==> config.mk <==
export PLATFORM = sky130hd
export DESIGN_NAME = sd_spi_init_sequencer
export DESIGN_NICKNAME = d
export VERILOG_FILES = /design/src/hw/rtl/sdi_pkg.sv /design/src/hw/rtl/sd_spi_init_sequencer.sv /design/src/hw/rtl/sdi_cfg_regs.sv /design/src/hw/rtl/sdi_step.sv
export SDC_FILE = /design/constraint.sdc
export NUM_CORES = 1
export LEC_CHECK = 0
export ABC_AREA = 1
export BUFFER_PORTS_ARGS = -buffer_cell sky130_fd_sc_hd__buf_2
export CAP_MARGIN = 20
export CORE_MARGIN = 4
export CORE_UTILIZATION = 55
export DETAILED_ROUTE_END_ITERATION = 10
export PLACE_DENSITY = 0.75
export SLEW_MARGIN = 20
export SYNTH_ARGS = -nofsm -noshare
export SYNTH_HDL_FRONTEND = slang
export SYNTH_HIERARCHICAL = 1
export SYNTH_SLANG_ARGS = --single-unit
==> constraint.sdc <==
create_clock -name i_clk -period 6.42 [get_ports i_clk]
set_input_delay 0.963 -clock i_clk [delete_from_list [all_inputs] [get_ports i_clk]]
set_output_delay 0.963 -clock i_clk [all_outputs]
set_load 0.02 [all_outputs]
==> src/hw/rtl/sdi_pkg.sv <==
`timescale 1ns / 1ps
`default_nettype none
// ----------------------------------------------------------------------------
// sdi_pkg: shared types and constants of the SD card SPI start-up sequencer
// Phase codes, command bytes, register indexes and the state and result
// records passed between the sequencer modules.
// ----------------------------------------------------------------------------
package sdi_pkg;

    localparam int CntW = 5;
    localparam int ByteW = 8;
    localparam int PhaseW = 3;
    localparam int CfgIdxW = 2;

    // sequencer phases; codes six and seven behave as idle
    localparam logic [PhaseW-1:0] PH_IDLE   = 3'd0;
    localparam logic [PhaseW-1:0] PH_PRECLK = 3'd1;
    localparam logic [PhaseW-1:0] PH_CMD0   = 3'd2;
    localparam logic [PhaseW-1:0] PH_POLL0  = 3'd3;
    localparam logic [PhaseW-1:0] PH_CMD1   = 3'd4;
    localparam logic [PhaseW-1:0] PH_POLL1  = 3'd5;

    // configuration register indexes
    localparam logic [CfgIdxW-1:0] CFG_PRECLOCK_BYTES   = 2'd0;
    localparam logic [CfgIdxW-1:0] CFG_RESET_POLL_LIMIT = 2'd1;
    localparam logic [CfgIdxW-1:0] CFG_START_ATTEMPTS   = 2'd2;
    localparam logic [CfgIdxW-1:0] CFG_START_POLL_LIMIT = 2'd3;

    localparam logic [CntW-1:0] CFG_PRECLOCK_RST   = 5'd20;
    localparam logic [CntW-1:0] CFG_RESET_POLL_RST = 5'd16;
    localparam logic [CntW-1:0] CFG_ATTEMPTS_RST   = 5'd20;
    localparam logic [CntW-1:0] CFG_START_POLL_RST = 5'd10;

    localparam logic [ByteW-1:0] BYTE_IDLE     = 8'hFF;
    localparam logic [ByteW-1:0] CMD0_FIRST    = 8'h40;
    localparam logic [ByteW-1:0] CMD0_CRC      = 8'h95;
    localparam logic [ByteW-1:0] CMD1_FIRST    = 8'h41;
    localparam logic [ByteW-1:0] REPLY_IDLE    = 8'h01;
    localparam logic [ByteW-1:0] REPLY_READY   = 8'h00;
    localparam logic [CntW-1:0]  CMD_LEN       = 5'd6;

    localparam logic KIND_START = 1'b0;

    typedef struct packed {
        logic [CntW-1:0] preclock_bytes;
        logic [CntW-1:0] reset_poll_limit;
        logic [CntW-1:0] start_attempts;
        logic [CntW-1:0] start_poll_limit;
    } t_cfg;

    typedef struct packed {
        logic [PhaseW-1:0] phase;
        logic [CntW-1:0]   byte_count;
        logic [CntW-1:0]   poll_count;
        logic [CntW-1:0]   attempt_count;
        logic              initialized;
    } t_state;

    typedef struct packed {
        logic             tx_request;
        logic [ByteW-1:0] tx_byte;
        logic             select_card;
        logic             done_res;
        logic [ByteW-1:0] answer;
        logic             card_ready;
    } t_result;

    // byte idx of CMD0 (is_cmd1 low) or CMD1 (is_cmd1 high)
    function automatic logic [ByteW-1:0] cmd_byte(input logic is_cmd1,
                                                  input logic [2:0] idx);
        logic [ByteW-1:0] b;
        b = 8'h00;
        unique case (idx)
            3'd0:    b = is_cmd1 ? CMD1_FIRST : CMD0_FIRST;
            3'd5:    b = is_cmd1 ? 8'h00 : CMD0_CRC;
            default: b = 8'h00;
        endcase
        return b;
    endfunction

endpackage
`default_nettype wire

==> src/hw/rtl/sd_spi_init_sequencer.sv <==
`timescale 1ns / 1ps
`default_nettype none
// ----------------------------------------------------------------------------
// sd_spi_init_sequencer: SD card SPI-mode start-up sequencer
// A transfer passes the input register, then the result register, before its
// result is valid. Throughput: one transfer per cycle while the output side
// takes results; the step logic between the two registers is combinational.
// Reset: synchronous active low; phase idle, counters zero, card not
// initialized, limits at their defaults, both register stages empty.
// ----------------------------------------------------------------------------
module sd_spi_init_sequencer (
    input  wire logic                        i_clk,
    input  wire logic                        i_rst_n,
    input  wire logic                        i_cfg_we,
    input  wire logic [sdi_pkg::CfgIdxW-1:0] i_cfg_index,
    input  wire logic [sdi_pkg::CntW-1:0]    i_cfg_data,
    input  wire logic                        i_in_valid,
    output wire logic                        o_in_ready,
    input  wire logic                        i_kind,
    input  wire logic [sdi_pkg::ByteW-1:0]   i_rx_byte,
    output wire logic                        o_out_valid,
    input  wire logic                        i_out_ready,
    output wire logic                        o_tx_request,
    output wire logic [sdi_pkg::ByteW-1:0]   o_tx_byte,
    output wire logic                        o_select_card,
    output wire logic                        o_done_res,
    output wire logic [sdi_pkg::ByteW-1:0]   o_answer,
    output wire logic                        o_card_ready
);
    import sdi_pkg::*;

    t_cfg             cfg;
    t_state           r_state;
    t_state           n_state;
    t_result          n_result;
    t_result          r_result;
    logic             r_out_vld;
    logic             r_in_vld;
    logic             r_kind;
    logic [ByteW-1:0] r_rx_byte;
    logic             advance;

    sdi_cfg_regs u_cfg (
        .i_clk       (i_clk),
        .i_rst_n     (i_rst_n),
        .i_cfg_we    (i_cfg_we),
        .i_cfg_index (i_cfg_index),
        .i_cfg_data  (i_cfg_data),
        .o_cfg       (cfg)
    );

    sdi_step u_step (
        .i_cfg     (cfg),
        .i_state   (r_state),
        .i_kind    (r_kind),
        .i_rx_byte (r_rx_byte),
        .o_state   (n_state),
        .o_result  (n_result)
    );

    // move the held item into the result register when it is free or draining
    assign advance    = r_in_vld && (!r_out_vld || i_out_ready);
    assign o_in_ready = !r_in_vld || advance;

    always_ff @(posedge i_clk) begin
        if (!i_rst_n) begin
            r_in_vld <= 1'b0;
        end else if (o_in_ready) begin
            r_in_vld <= i_in_valid;
        end
    end

    always_ff @(posedge i_clk) begin
        if (o_in_ready && i_in_valid) begin
            r_kind    <= i_kind;
            r_rx_byte <= i_rx_byte;
        end
    end

    always_ff @(posedge i_clk) begin
        if (!i_rst_n) begin
            r_state.phase         <= PH_IDLE;
            r_state.byte_count    <= '0;
            r_state.poll_count    <= '0;
            r_state.attempt_count <= '0;
            r_state.initialized   <= 1'b0;
            r_out_vld             <= 1'b0;
        end else begin
            if (advance) begin
                r_state <= n_state;
            end
            if (advance) begin
                r_out_vld <= 1'b1;
            end else if (i_out_ready) begin
                r_out_vld <= 1'b0;
            end
        end
    end

    always_ff @(posedge i_clk) begin
        if (advance) begin
            r_result <= n_result;
        end
    end

    assign o_out_valid   = r_out_vld;
    assign o_tx_request  = r_result.tx_request;
    assign o_tx_byte     = r_result.tx_byte;
    assign o_select_card = r_result.select_card;
    assign o_done_res    = r_result.done_res;
    assign o_answer      = r_result.answer;
    assign o_card_ready  = r_result.card_ready;

endmodule
`default_nettype wire

==> src/hw/rtl/sdi_cfg_regs.sv <==
`timescale 1ns / 1ps
`default_nettype none
// ----------------------------------------------------------------------------
// sdi_cfg_regs: configuration registers
// Holds the preclock count and the poll and attempt limits.
// ----------------------------------------------------------------------------
module sdi_cfg_regs (
    input  wire logic                       i_clk,
    input  wire logic                       i_rst_n,
    input  wire logic                       i_cfg_we,
    input  wire logic [sdi_pkg::CfgIdxW-1:0] i_cfg_index,
    input  wire logic [sdi_pkg::CntW-1:0]   i_cfg_data,
    output sdi_pkg::t_cfg                   o_cfg
);
    import sdi_pkg::*;

    t_cfg r_cfg;

    always_ff @(posedge i_clk) begin
        if (!i_rst_n) begin
            r_cfg.preclock_bytes   <= CFG_PRECLOCK_RST;
            r_cfg.reset_poll_limit <= CFG_RESET_POLL_RST;
            r_cfg.start_attempts   <= CFG_ATTEMPTS_RST;
            r_cfg.start_poll_limit <= CFG_START_POLL_RST;
        end else if (i_cfg_we) begin
            unique case (i_cfg_index)
                CFG_PRECLOCK_BYTES:   r_cfg.preclock_bytes   <= i_cfg_data;
                CFG_RESET_POLL_LIMIT: r_cfg.reset_poll_limit <= i_cfg_data;
                CFG_START_ATTEMPTS:   r_cfg.start_attempts   <= i_cfg_data;
                CFG_START_POLL_LIMIT: r_cfg.start_poll_limit <= i_cfg_data;
                default:              r_cfg <= r_cfg;
            endcase
        end
    end

    assign o_cfg = r_cfg;

endmodule
`default_nettype wire

==> src/hw/rtl/sdi_step.sv <==
`timescale 1ns / 1ps
`default_nettype none
// ----------------------------------------------------------------------------
// sdi_step: next-state and result logic for one transfer
// Decides the next byte, chip select and completion from the current phase,
// the counters and the byte just received.
// ----------------------------------------------------------------------------
module sdi_step (
    input  wire sdi_pkg::t_cfg            i_cfg,
    input  wire sdi_pkg::t_state          i_state,
    input  wire logic                     i_kind,
    input  wire logic [sdi_pkg::ByteW-1:0] i_rx_byte,
    output sdi_pkg::t_state               o_state,
    output sdi_pkg::t_result              o_result
);
    import sdi_pkg::*;

    logic [CntW-1:0] byte_inc;
    logic [CntW-1:0] poll_inc;
    logic [CntW-1:0] att_inc;
    t_state          nx;
    t_result         res;

    assign byte_inc = i_state.byte_count + 5'd1;
    assign poll_inc = i_state.poll_count + 5'd1;
    assign att_inc  = i_state.attempt_count + 5'd1;

    always_comb begin
        nx  = i_state;
        res = '0;
        if (i_kind == KIND_START) begin
            if (i_state.initialized) begin
                nx.phase     = PH_IDLE;
                res.done_res = 1'b1;
            end else begin
                nx.phase         = PH_PRECLK;
                nx.byte_count    = '0;
                nx.poll_count    = '0;
                nx.attempt_count = '0;
                res.tx_request   = 1'b1;
                res.tx_byte      = BYTE_IDLE;
            end
        end else begin
            unique case (i_state.phase)
                PH_PRECLK: begin
                    nx.byte_count  = byte_inc;
                    res.tx_request = 1'b1;
                    if (byte_inc < i_cfg.preclock_bytes) begin
                        res.tx_byte = BYTE_IDLE;
                    end else begin
                        nx.phase        = PH_CMD0;
                        nx.byte_count   = '0;
                        res.tx_byte     = CMD0_FIRST;
                        res.select_card = 1'b1;
                    end
                end
                PH_CMD0, PH_CMD1: begin
                    nx.byte_count   = byte_inc;
                    res.tx_request  = 1'b1;
                    res.select_card = 1'b1;
                    if (byte_inc < CMD_LEN) begin
                        res.tx_byte = cmd_byte(i_state.phase == PH_CMD1, byte_inc[2:0]);
                    end else begin
                        nx.phase      = (i_state.phase == PH_CMD0) ? PH_POLL0 : PH_POLL1;
                        nx.poll_count = '0;
                        res.tx_byte   = BYTE_IDLE;
                    end
                end
                PH_POLL0: begin
                    nx.poll_count = poll_inc;
                    if (i_rx_byte == BYTE_IDLE && poll_inc < i_cfg.reset_poll_limit) begin
                        res.tx_request  = 1'b1;
                        res.tx_byte     = BYTE_IDLE;
                        res.select_card = 1'b1;
                    end else if (i_rx_byte != REPLY_IDLE) begin
                        nx.phase     = PH_IDLE;
                        res.done_res = 1'b1;
                        res.answer   = i_rx_byte;
                    end else begin
                        nx.phase         = PH_CMD1;
                        nx.byte_count    = '0;
                        nx.attempt_count = '0;
                        res.tx_request   = 1'b1;
                        res.tx_byte      = CMD1_FIRST;
                        res.select_card  = 1'b1;
                    end
                end
                PH_POLL1: begin
                    nx.poll_count = poll_inc;
                    if (i_rx_byte == BYTE_IDLE && poll_inc < i_cfg.start_poll_limit) begin
                        res.tx_request  = 1'b1;
                        res.tx_byte     = BYTE_IDLE;
                        res.select_card = 1'b1;
                    end else begin
                        nx.attempt_count = att_inc;
                        if (i_rx_byte == REPLY_READY || att_inc >= i_cfg.start_attempts) begin
                            nx.phase       = PH_IDLE;
                            nx.initialized = 1'b1;
                            res.done_res   = 1'b1;
                            res.answer     = i_rx_byte;
                        end else begin
                            // retry CMD1
                            nx.phase        = PH_CMD1;
                            nx.byte_count   = '0;
                            res.tx_request  = 1'b1;
                            res.tx_byte     = CMD1_FIRST;
                            res.select_card = 1'b1;
                        end
                    end
                end
                default: begin
                    nx.phase = PH_IDLE;
                end
            endcase
        end
        res.card_ready = nx.initialized;
    end

    assign o_state  = nx;
    assign o_result = res;

endmodule
`default_nettype wire

==> flow_metrics.py, run 1 <==
metrics = {
    "drt": {
        "wire_per_inst_um": 12.8,
        "vias": 3757,
        "dr.first_iter.drc_count": 251,
        "totalWireLength_um": 9210,
        "ant_nets": 0,
        "vias_per_cell": 5.20,
        "drc": 0,
        "first_pass_iters": 5,
    },
    "synth": {
        "synth_ff_type": "dfxtp_1",
        "synth_top_cells_by_count": "nand2_1, inv_1, nor2_1",
        "ys_seq_area_share_pct": 39.2,
        "synth_most_common_cell": "nand2_1",
        "synth_seq_cells": 70,
        "synth_area_leaders": "edfxtp_1, dfxtp_1, nand2_1",
        "synth-edff-count": 29,
        "synth_top_cell_area_share_pct": 20.2,
        "syn_inst": 586,
        "avgSynthCellArea_sq_um": 7.37,
        "synth_top_area_cell": "edfxtp_1",
        "synthArstFlopShare_pct": 0,
        "synth_cell_type_count": 33,
        "syn_area_sq_mm": 0.00432,
        "synthesis.nets": 629,
        "yosys_warnings": 6,
    },
    "clock_network": {
        "cts_setup_buffers": 0,
        "clock_latency_ns": 0.35,
        "htree_num_levels": 3,
        "cts_buffers": 9,
        "cts_resized": 0,
        "cts_sinks": 70,
        "hold_buffers": 0,
        "tritoncts": "built",
        "cts-root-buf": "clkbuf_8",
        "cts_buffer_depth": 2,
        "clk_pin_slew_worst_paths_ns": 0.08,
    },
    "finish": {
        "syn_to_final_growth_pct": 9.13,
        "final_nets": 658,
        "antenna_cells": 0,
        "instances_no_fill": 722,
        "drive_above_1_share_pct": 15.3,
    },
    "setup_path": {
        "crit_arrival_ns": 3.15,
        "cp_num_buf_inv": 3,
        "crit_chain": "ha_1, xnor2_1, inv_1, ha_1, nand2_1, inv_1, o21ai_0, nand4_1, nand2_1, nand2_1, nand2_1, nand2_1, nand2_1, inv_1, nand3_1, nand2_1, nor2_1",
        "crit_family": "simple AND/OR/NAND/NOR gates",
        "reg2reg_slack_ns": 3.56,
        "cpMostUsedCell": "nand2_1",
        "cp.required_ns": 6.71,
        "end_kind": "flip-flop",
        "cp_max_fo": 8,
        "cp.depth": 17,
        "crit_path_top_delay_cell": "dfxtp_1",
        "crit_path_start_kind": "flip-flop",
        "path_class": "flip-flop to flip-flop",
        "cp_slowest_stage_delay_ns": 0.41,
        "reg2reg_depth": 17,
    },
    "place": {
        "gp_congestion": 0.891,
        "port-buffer-count": 42,
        "post-place-ws_ns": 3.60,
        "dp_hpwl_um": 6600,
        "dp_cells": 706,
    },
    "die": {
        "io_pins": 43,
        "core-area_sq_mm": 0.00769,
        "die_height_um": 96.6,
        "initial_core_util_pct": 56.2,
        "rows": 32,
        "die_w_um": 96.6,
        "die-area_sq_mm": 0.00933,
    },
    "timing": {
        "setup_tns_ns": 0,
        "setup_viol": 0,
        "setup_slack_ns": 3.56,
        "worst_pin_slew_ns": 0.913,
        "maxSlewViolCount": 0,
        "hold_viol": 0,
        "skew_ns": 0.0105,
        "timing.slew.headroom_pct": 39.1,
        "rsz0062_at_grt": "false",
        "fin_crit_ns": 2.86,
        "finalCritPeriodShare_pct": 44.5,
        "fin_hold_ws_ns": 0.467,
        "max_freq_mhz": 350,
    },
    "grt": {
        "grt_pass1_wl_um": 15200,
        "grt-ovfl-total": 0,
        "antenna_found_initial": 0,
        "grt_pass1_vias": 3495,
        "track_usage_pct": 21.1,
        "grt_max_degree": 41,
    },
    "power": {
        "power.leakage_nw": 2.29,
        "irDropWorstVdd_mv": 0.124,
        "power_mw": 1.06,
        "p_per_area_mw_per_mm2": 224,
    },
    "job": {
        "drv_cap": 0,
    },
    "worst_hold_path": {
        "hold_class": "flip-flop to flip-flop",
        "hold_depth": 2,
    },
    "outcome": {
        "outcome": "finished, final reports clean",
    },
}
## power breakdown
part | internal [mW] | leakage, nW | switching, mW
sequential | 0.490 | 0.620 | 0.0229
combinational | 0.0620 | 1.57 | 0.115
clock | 0.192 | 0.103 | 0.176
## stage by stage
| step | instance area, sq um | util [%] |
|---|---|---|
| after floorplan | 4320 | - |
| after global placement | 4490 | 58.5 |
| after detailed placement | 4490 | 58.5 |
| after CTS | 4700 | 61.1 |
| after global routing | 4710 | 61.3 |
| final | 4710 | 61.3 |
## layout make-up
class	instances	area (sq um)
fillers	720	2980
clock inverters	6	68.8
repair buffers	43	218
well taps	102	128
clock buffers	10	138
flip-flops and latches	70	1690
inverters	88	338
multi-input cells	403	2130
## logic make-up (layout without fill, tap and decap cells)
logic type	count (synthesis)	in the layout	synth area share, %
compound gates	57	57	7.94
xor+xnor	9	9	1.83
fa+ha+maj	22	22	6.38
buf+inv	113	147	11.8
flops	70	70	39.2
simple gates	315	315	32.9
## cell usage in the layout, fill, tap and decap left out, types with 10 or more instances in the layout
| master | synthesis | layout |
|---|---|---|
| a21oi_1 | 24 | 23 |
| nor2_1 | 75 | 74 |
| nand3_1 | 71 | 71 |
| edfxtp_1 | 29 | 29 |
| nand2_1 | 142 | 142 |
| dfxtp_1 | 41 | 41 |
| ha_1 | 22 | 22 |
| buf_2 | 8 | 42 |
| inv_1 | 81 | 81 |
| clkbuf_8 | 0 | 10 |
## worst paths after layout
| kind | to | from |
|---|---|---|
| setup / recovery | r_state[13] | r_state[11] |
| hold / removal | u_cfg/o_cfg[19] | u_cfg/o_cfg[19] |
| setup reg to reg | r_state[13] | r_state[11] |
| hold reg to reg | u_cfg/o_cfg[19] | u_cfg/o_cfg[19] |
## tightest hold or removal path, cell delays in order (launching register included)
cell	delay, ns
dfxtp_1	0.34
nand2_1	0.05
nand3_1	0.05
## sequential cells by signal, indices dropped and copies added, names as in the netlist
name	flops
o_out_valid	1
o_tx_byte	8
o_done_res	1
r_state	19
u_cfg/o_cfg	20
r_rx_byte	8
o_card_ready	1
r_kind	1
o_tx_request	1
o_answer	8
r_in_vld	1
o_select_card	1
## layer usage
metal / vias to the layer above / GRT usage [%] / part of all wire, %
li1: 1925 / - / -
met1: 1705 / 25.9 / 44
met2: 103 / 35.9 / 49
met3: 24 / 4.26 / 5.4
met4: 0 / 8.76 / 2.1
met5: - / 0 / 0
Note: power is estimated with default switching activity, not from simulation.
==> inputs of run 2 (changes only) <==
==> constraint.sdc (replaced) <==
create_clock -name i_clk -period 2.85 [get_ports i_clk]
set_input_delay 0.4275 -clock i_clk [delete_from_list [all_inputs] [get_ports i_clk]]
set_output_delay 0.4275 -clock i_clk [all_outputs]
set_load 0.02 [all_outputs]
==> run 2 against run 1 <==
Against the previous run:
- first-iteration DRC count fell by 6.4%
- clock power rose by 140%
- sequential power rose by 120%
- critical path depth fell by 1
- routed wire length rose by 0.85%
- non-clock buffer count rose by 5
- clock skew fell by 0.0012 ns
- final area rose by 1.2%
- clock-buffer cell count did not move
- highest routed layer unchanged
==> flow_metrics.py, run 2 (synthesis gave the netlist of run 1 again) <==
metrics = {
    "drt": {
        "first_pass_iters": 5,
        "drc": 0,
        "vias_per_cell": 5.21,
        "dr.first_iter.drc_count": 235,
        "totalWireLength_um": 9290,
        "wire_per_inst_um": 12.8,
        "vias": 3786,
        "ant_nets": 0,
    },
    "finish": {
        "layout.cells.most_common_list": "nand2_1, inv_1, nor2_1",
        "largest_reg_flops": 20,
        "syn_to_final_growth_pct": 10.4,
        "final_nets": 663,
        "mostFrequentLayoutCell": "nand2_1",
        "antenna_cells": 0,
        "finalCoreUtilization_pct": 62.0,
        "drive_above_1_share_pct": 16.3,
        "nFillCells": 698,
    },
    "place": {
        "gp_congestion": 0.885,
        "post-place-ws_ns": 0.202,
        "port-buffer-count": 42,
        "dp_hpwl_um": 6710,
    },
    "timing": {
        "setup_tns_ns": 0,
        "timing.slew.headroom_pct": 46.4,
        "hold_viol": 0,
        "maxSlewViolCount": 0,
        "worst_pin_slew_ns": 0.802,
        "max_freq_mhz": 383,
        "skew_ns": 0.00939,
        "setup_slack_ns": 0.242,
        "finalCritPeriodShare_pct": 91.5,
        "setup_viol": 0,
        "fin_hold_ws_ns": 0.242,
        "fin_crit_ns": 2.61,
    },
    "power": {
        "combPwrFrac_pct": 16.7,
        "sw_frac_of_total_pct": 28.8,
        "irDropWorstVdd_mv": 0.243,
        "p_switching_uw": 709,
        "p_per_area_mw_per_mm2": 516,
        "power.leakage_nw": 2.32,
        "seq_power_share_pct": 46.8,
        "p_int_mw": 1.75,
        "clkPwrFrac_pct": 36.5,
    },
    "grt": {
        "antenna_found_initial": 0,
        "grt-ovfl-total": 0,
        "track_usage_pct": 21.4,
        "grt_pass1_wl_um": 15500,
        "grt_pass1_vias": 3491,
        "grt_max_degree": 41,
    },
    "setup_path": {
        "crit_path_start_kind": "flip-flop",
        "end_kind": "flip-flop",
        "cp_max_fo": 8,
        "path_class": "flip-flop to flip-flop",
        "crit_arrival_ns": 2.90,
        "cp.required_ns": 3.14,
    },
    "clock_network": {
        "cts_buffer_depth": 2,
        "clk_pin_slew_worst_paths_ns": 0.08,
        "cts-root-buf": "clkbuf_8",
        "clock_latency_ns": 0.35,
        "tritoncts": "built",
        "htree_num_levels": 3,
        "cts_sinks": 70,
        "cts_buffers": 9,
        "hold_buffers": 0,
        "cts_resized": 0,
        "cts_setup_buffers": 0,
    },
    "die": {
        "rows": 32,
        "die-area_sq_mm": 0.00933,
        "die_w_um": 96.6,
        "die_height_um": 96.6,
        "core-area_sq_mm": 0.00769,
        "initial_core_util_pct": 56.2,
        "io_pins": 43,
    },
    "worst_hold_path": {
        "hold_class": "input pin to flip-flop",
    },
    "job": {
        "drv_cap": 0,
    },
    "outcome": {
        "outcome": "finished, final reports clean",
    },
}
-- run 2: changes by cell type in the layout (fill, tap and decap cells not counted), sizes merged --
cell and delta:
bufinv +1, clkinv -2, inv +1, buf +5
-- run 2: critical path, cell delays in order, from the launching register on --
cell and delay, ns:
dfxtp_2 0.41, ha_1 0.24, nand3_1 0.11, xor2_1 0.21, inv_1 0.10, ha_1 0.30
nand2_1 0.08, inv_1 0.05, o21ai_0 0.11, nand4_1 0.21, nand2_1 0.19, o21ai_1 0.08
o21ai_1 0.17, inv_1 0.05, nand3_1 0.07, nand2_1 0.07, nor2_1 0.10
-- run 2: final timing paths --
check        cells after the start  slack (ns)         endpoint            start
min reg2reg                      2        0.47  u_cfg/o_cfg[17]  u_cfg/o_cfg[17]
min                              1        0.24     r_rx_byte[7]     i_rx_byte[7]
max reg2reg                     16        0.24      r_state[11]      r_state[11]
max                             16        0.24      r_state[11]      r_state[11]
-- run 2: area by class of cell --
cell class,count,area [sq um],share of cell area (%)
clock inverters,6,93.8,1.97
clock buffers,10,128,2.68
multi-input cells,403,2130,44.7
inverters,88,338,7.09
well taps,102,128,2.68
flip-flops and latches,70,1690,35.5
repair buffers,48,255,5.36
-- run 2: power by group through the flow --
stage               Combinational [mW]  Clock [mW]  Sequential, mW
finish                           0.412       0.897            1.15
global route                     0.468       0.964            1.16
CTS                              0.411       0.920            1.15
detailed placement               0.408           0            1.17
global placement                 0.393           0            1.17
floorplan                        0.305           0            1.18
-- run 2: metrics by stage --
step	area, sq um	power (mW)	cells
floorplan	4320	1.49	586
global placement	4530	1.56	711
detailed placement	4530	1.58	711
CTS	4750	2.48	727
global route	4770	2.59	727
finish	4770	2.46	727
-- run 2: routing by layer --
layer,up-vias,track usage [%],part of all wire [%]
li1,1938,-,-
met1,1741,26.5,43
met2,91,36.4,51
met3,16,4.42,5.1
met4,0,8.53,1.6
met5,-,0,0
==> inputs of run 3 (changes only) <==
--- a/config.mk
+++ b/config.mk
@@ -5,10 +5,9 @@
 export SDC_FILE = /design/constraint.sdc
 export NUM_CORES = 1
 export LEC_CHECK = 0
-export ABC_AREA = 1
 export BUFFER_PORTS_ARGS = -buffer_cell sky130_fd_sc_hd__buf_2
 export CAP_MARGIN = 20
-export CORE_MARGIN = 4
+export CORE_MARGIN = 2
 export CORE_UTILIZATION = 55
 export DETAILED_ROUTE_END_ITERATION = 10
 export PLACE_DENSITY = 0.75
==> run 3 against run 2 <==
Against the previous run:
- sequential power shrank 4%
- clock power shrank 11%
- global-route usage grew 0.27 points
- clock-buffer cell count shrank 1
- flip-flop and latch count is the same
- clock skew shrank 0.00080 ns
- core utilization grew 3.8 points
- critical path depth shrank 4
- power shrank 15%
- register-to-register slack lost 0.03 ns
- final area shrank 5.1%
- first-iteration DRC count shrank 46%
- critical path type unchanged
- largest power group unchanged
==> flow_metrics.py, run 3 <==
metrics = {
    "outcome": {
        "outcome": "finished, final reports clean",
    },
    "power": {
        "power.leakage_nw": 1.93,
        "p_per_area_mw_per_mm2": 460,
        "power_mw": 2.08,
        "irDropWorstVdd_mv": 0.372,
    },
    "timing": {
        "hold_viol": 0,
        "worst_pin_slew_ns": 0.717,
        "finalCritPeriodShare_pct": 92.5,
        "rsz0062_at_grt": "false",
        "setup_slack_ns": 0.213,
        "setup_viol": 0,
        "fin_crit_ns": 2.64,
        "max_freq_mhz": 379,
        "timing.slew.headroom_pct": 52.1,
        "fin_hold_ws_ns": 0.243,
        "setup_tns_ns": 0,
        "skew_ns": 0.00859,
        "maxSlewViolCount": 0,
    },
    "clock_network": {
        "hold_buffers": 0,
        "htree_num_levels": 3,
        "clk_pin_slew_worst_paths_ns": 0.08,
        "clock_latency_ns": 0.36,
        "cts_buffer_depth": 2,
        "cts_buffers": 9,
        "cts_sinks": 70,
        "tritoncts": "built",
        "cts-root-buf": "clkbuf_8",
    },
    "setup_path": {
        "r2r-end": "r_state[3]",
        "cp.required_ns": 3.07,
        "crit_arrival_ns": 2.86,
        "end_kind": "flip-flop",
        "crit_path_start_kind": "flip-flop",
        "reg2reg_slack_ns": 0.21,
        "path_class": "flip-flop to flip-flop",
        "reg2reg_depth": 12,
        "crit_path_start": "r_state[6]",
        "r2r-start": "r_state[6]",
        "cp_max_fo": 7,
        "endpoint": "r_state[3]",
    },
    "finish": {
        "finalCoreUtilization_pct": 65.8,
        "fin_area_sq_mm": 0.00452,
        "antenna_cells": 0,
        "final_nets": 509,
        "largest_reg_flops": 20,
        "syn_to_final_growth_pct": 14.0,
        "drive_above_1_share_pct": 21.2,
        "mostFrequentLayoutCell": "nand2_1",
        "nFillCells": 578,
        "instances_no_fill": 567,
        "layout.cells.most_common_list": "nand2_1, buf_2, dfxtp_1",
    },
    "grt": {
        "grt_max_degree": 40,
        "grt-ovfl-total": 0,
        "grt_pass1_vias": 2821,
        "grt_pass1_wl_um": 13000,
        "track_usage_pct": 21.7,
        "antenna_found_initial": 0,
    },
    "drt": {
        "first_pass_iters": 4,
        "drc": 0,
        "totalWireLength_um": 8090,
        "ant_nets": 0,
        "wire_per_inst_um": 14.3,
        "vias_per_cell": 5.39,
        "dr.first_iter.drc_count": 127,
        "vias": 3054,
    },
    "synth": {
        "synthSimpleGateAreaFrac_pct": 19.3,
        "synthArstFlopShare_pct": 0,
        "avgSynthCellArea_sq_um": 9.51,
        "synth_top_cell_area_share_pct": 22.0,
        "synth_top_family_by_area": "simple AND/OR/NAND/NOR gates",
        "synth-edff-count": 29,
        "synth_ff_type": "dfxtp_1",
        "synthesis.nets": 460,
        "synth_compound_area_share_pct": 13.4,
        "yosys_warnings": 6,
        "synth_xor_xnor_area_share_pct": 1.99,
        "synth_area_leaders": "edfxtp_1, dfxtp_1, mux2i_1",
        "synth.area.mux_share_pct": 9.91,
        "synth_most_common_cell": "nand2_1",
        "syn_inst": 417,
        "synth_top_cells_by_count": "nand2_1, dfxtp_1, mux2i_1",
        "ys_seq_area_share_pct": 42.6,
        "synth_top_area_cell": "edfxtp_1",
        "syn_area_sq_mm": 0.00397,
        "synth_adder_area_share_pct": 6.94,
        "synth_cell_type_count": 55,
        "synth_seq_cells": 70,
    },
    "worst_hold_path": {
        "hold_depth": 1,
        "hold_class": "input pin to flip-flop",
    },
    "die": {
        "die_w_um": 88.9,
        "rows": 30,
        "io_pins": 43,
        "initial_core_util_pct": 57.7,
        "die-area_sq_mm": 0.00791,
        "die_height_um": 88.9,
        "core-area_sq_mm": 0.00687,
    },
    "place": {
        "place_area_sq_mm": 0.00430,
        "post-place-ws_ns": 0.0892,
        "dp_hpwl_um": 5830,
        "dp_cells": 550,
        "gp_congestion": 0.871,
        "port-buffer-count": 42,
    },
    "job": {
        "drv_cap": 0,
    },
}
run 3: metal layers:
| layer | vias to the layer above | part of all wire, % | track usage (%) |
|---|---|---|---|
| met5 | - | 0 | 0 |
| met4 | 0 | 0.79 | 5.37 |
| met3 | 6 | 4.8 | 6.93 |
| met2 | 79 | 47 | 36.2 |
| met1 | 1400 | 47 | 27.4 |
| li1 | 1569 | - | - |
run 3: repair_timing:
item / 4_1_cts / 5_1_grt
resized for setup: 0 / 6
hold endpoints to repair: 0 / 0
buffers inserted: 0 / 1
endpoints found under the setup margin: 0 / 14
run 3: kinds of logic after synthesis:
group / Yosys count
adder cells (fa/ha/maj): 22
AND/OR/NAND/NOR: 157
buffers and inverters: 48
multiplexers: 39
flip-flops: 70
XOR/XNOR: 9
AO/OA/AOI/OAI: 72
run 3: worst min-delay path by stage:
stage                   start              to  slack (ns)
2_1_floorplan     r_state[17]     r_state[17]        0.43
3_3_place_gp   u_cfg/o_cfg[8]  u_cfg/o_cfg[8]        0.44
3_5_place_dp   u_cfg/o_cfg[0]  u_cfg/o_cfg[0]        0.45
4_1_cts                i_kind          r_kind        0.23
5_1_grt                i_kind          r_kind        0.22
6_report               i_kind          r_kind        0.24
run 3: critical path, stage by stage, from the launching register on:
cell and delay [ns]:
dfxtp_1 0.34, ha_1 0.22, xor2_1 0.22, ha_1 0.28, a21o_1 0.16, a31oi_1 0.13, o211ai_1 0.21, buf_4 0.21
and2_1 0.16, a41o_1 0.23, a31o_2 0.20, nand2_1 0.06, mux2i_1 0.08
run 3: area by class of cell:
cell class | count | area, sq um | area share (%)
tap | 96 | 120 | 2.66
clock inverter | 7 | 73.8 | 1.63
sequential | 70 | 1690 | 37.4
inverter | 24 | 90.1 | 1.99
clock buffer | 9 | 124 | 2.74
multi-input combinational | 299 | 2060 | 45.6
timing repair buffer | 62 | 360 | 7.97
run 3: power breakdown:
part	leakage [nW]	internal [mW]	switching, mW
Combinational	1.22	0.0703	0.110
Clock	0.0996	0.406	0.392
Sequential	0.612	1.08	0.0219
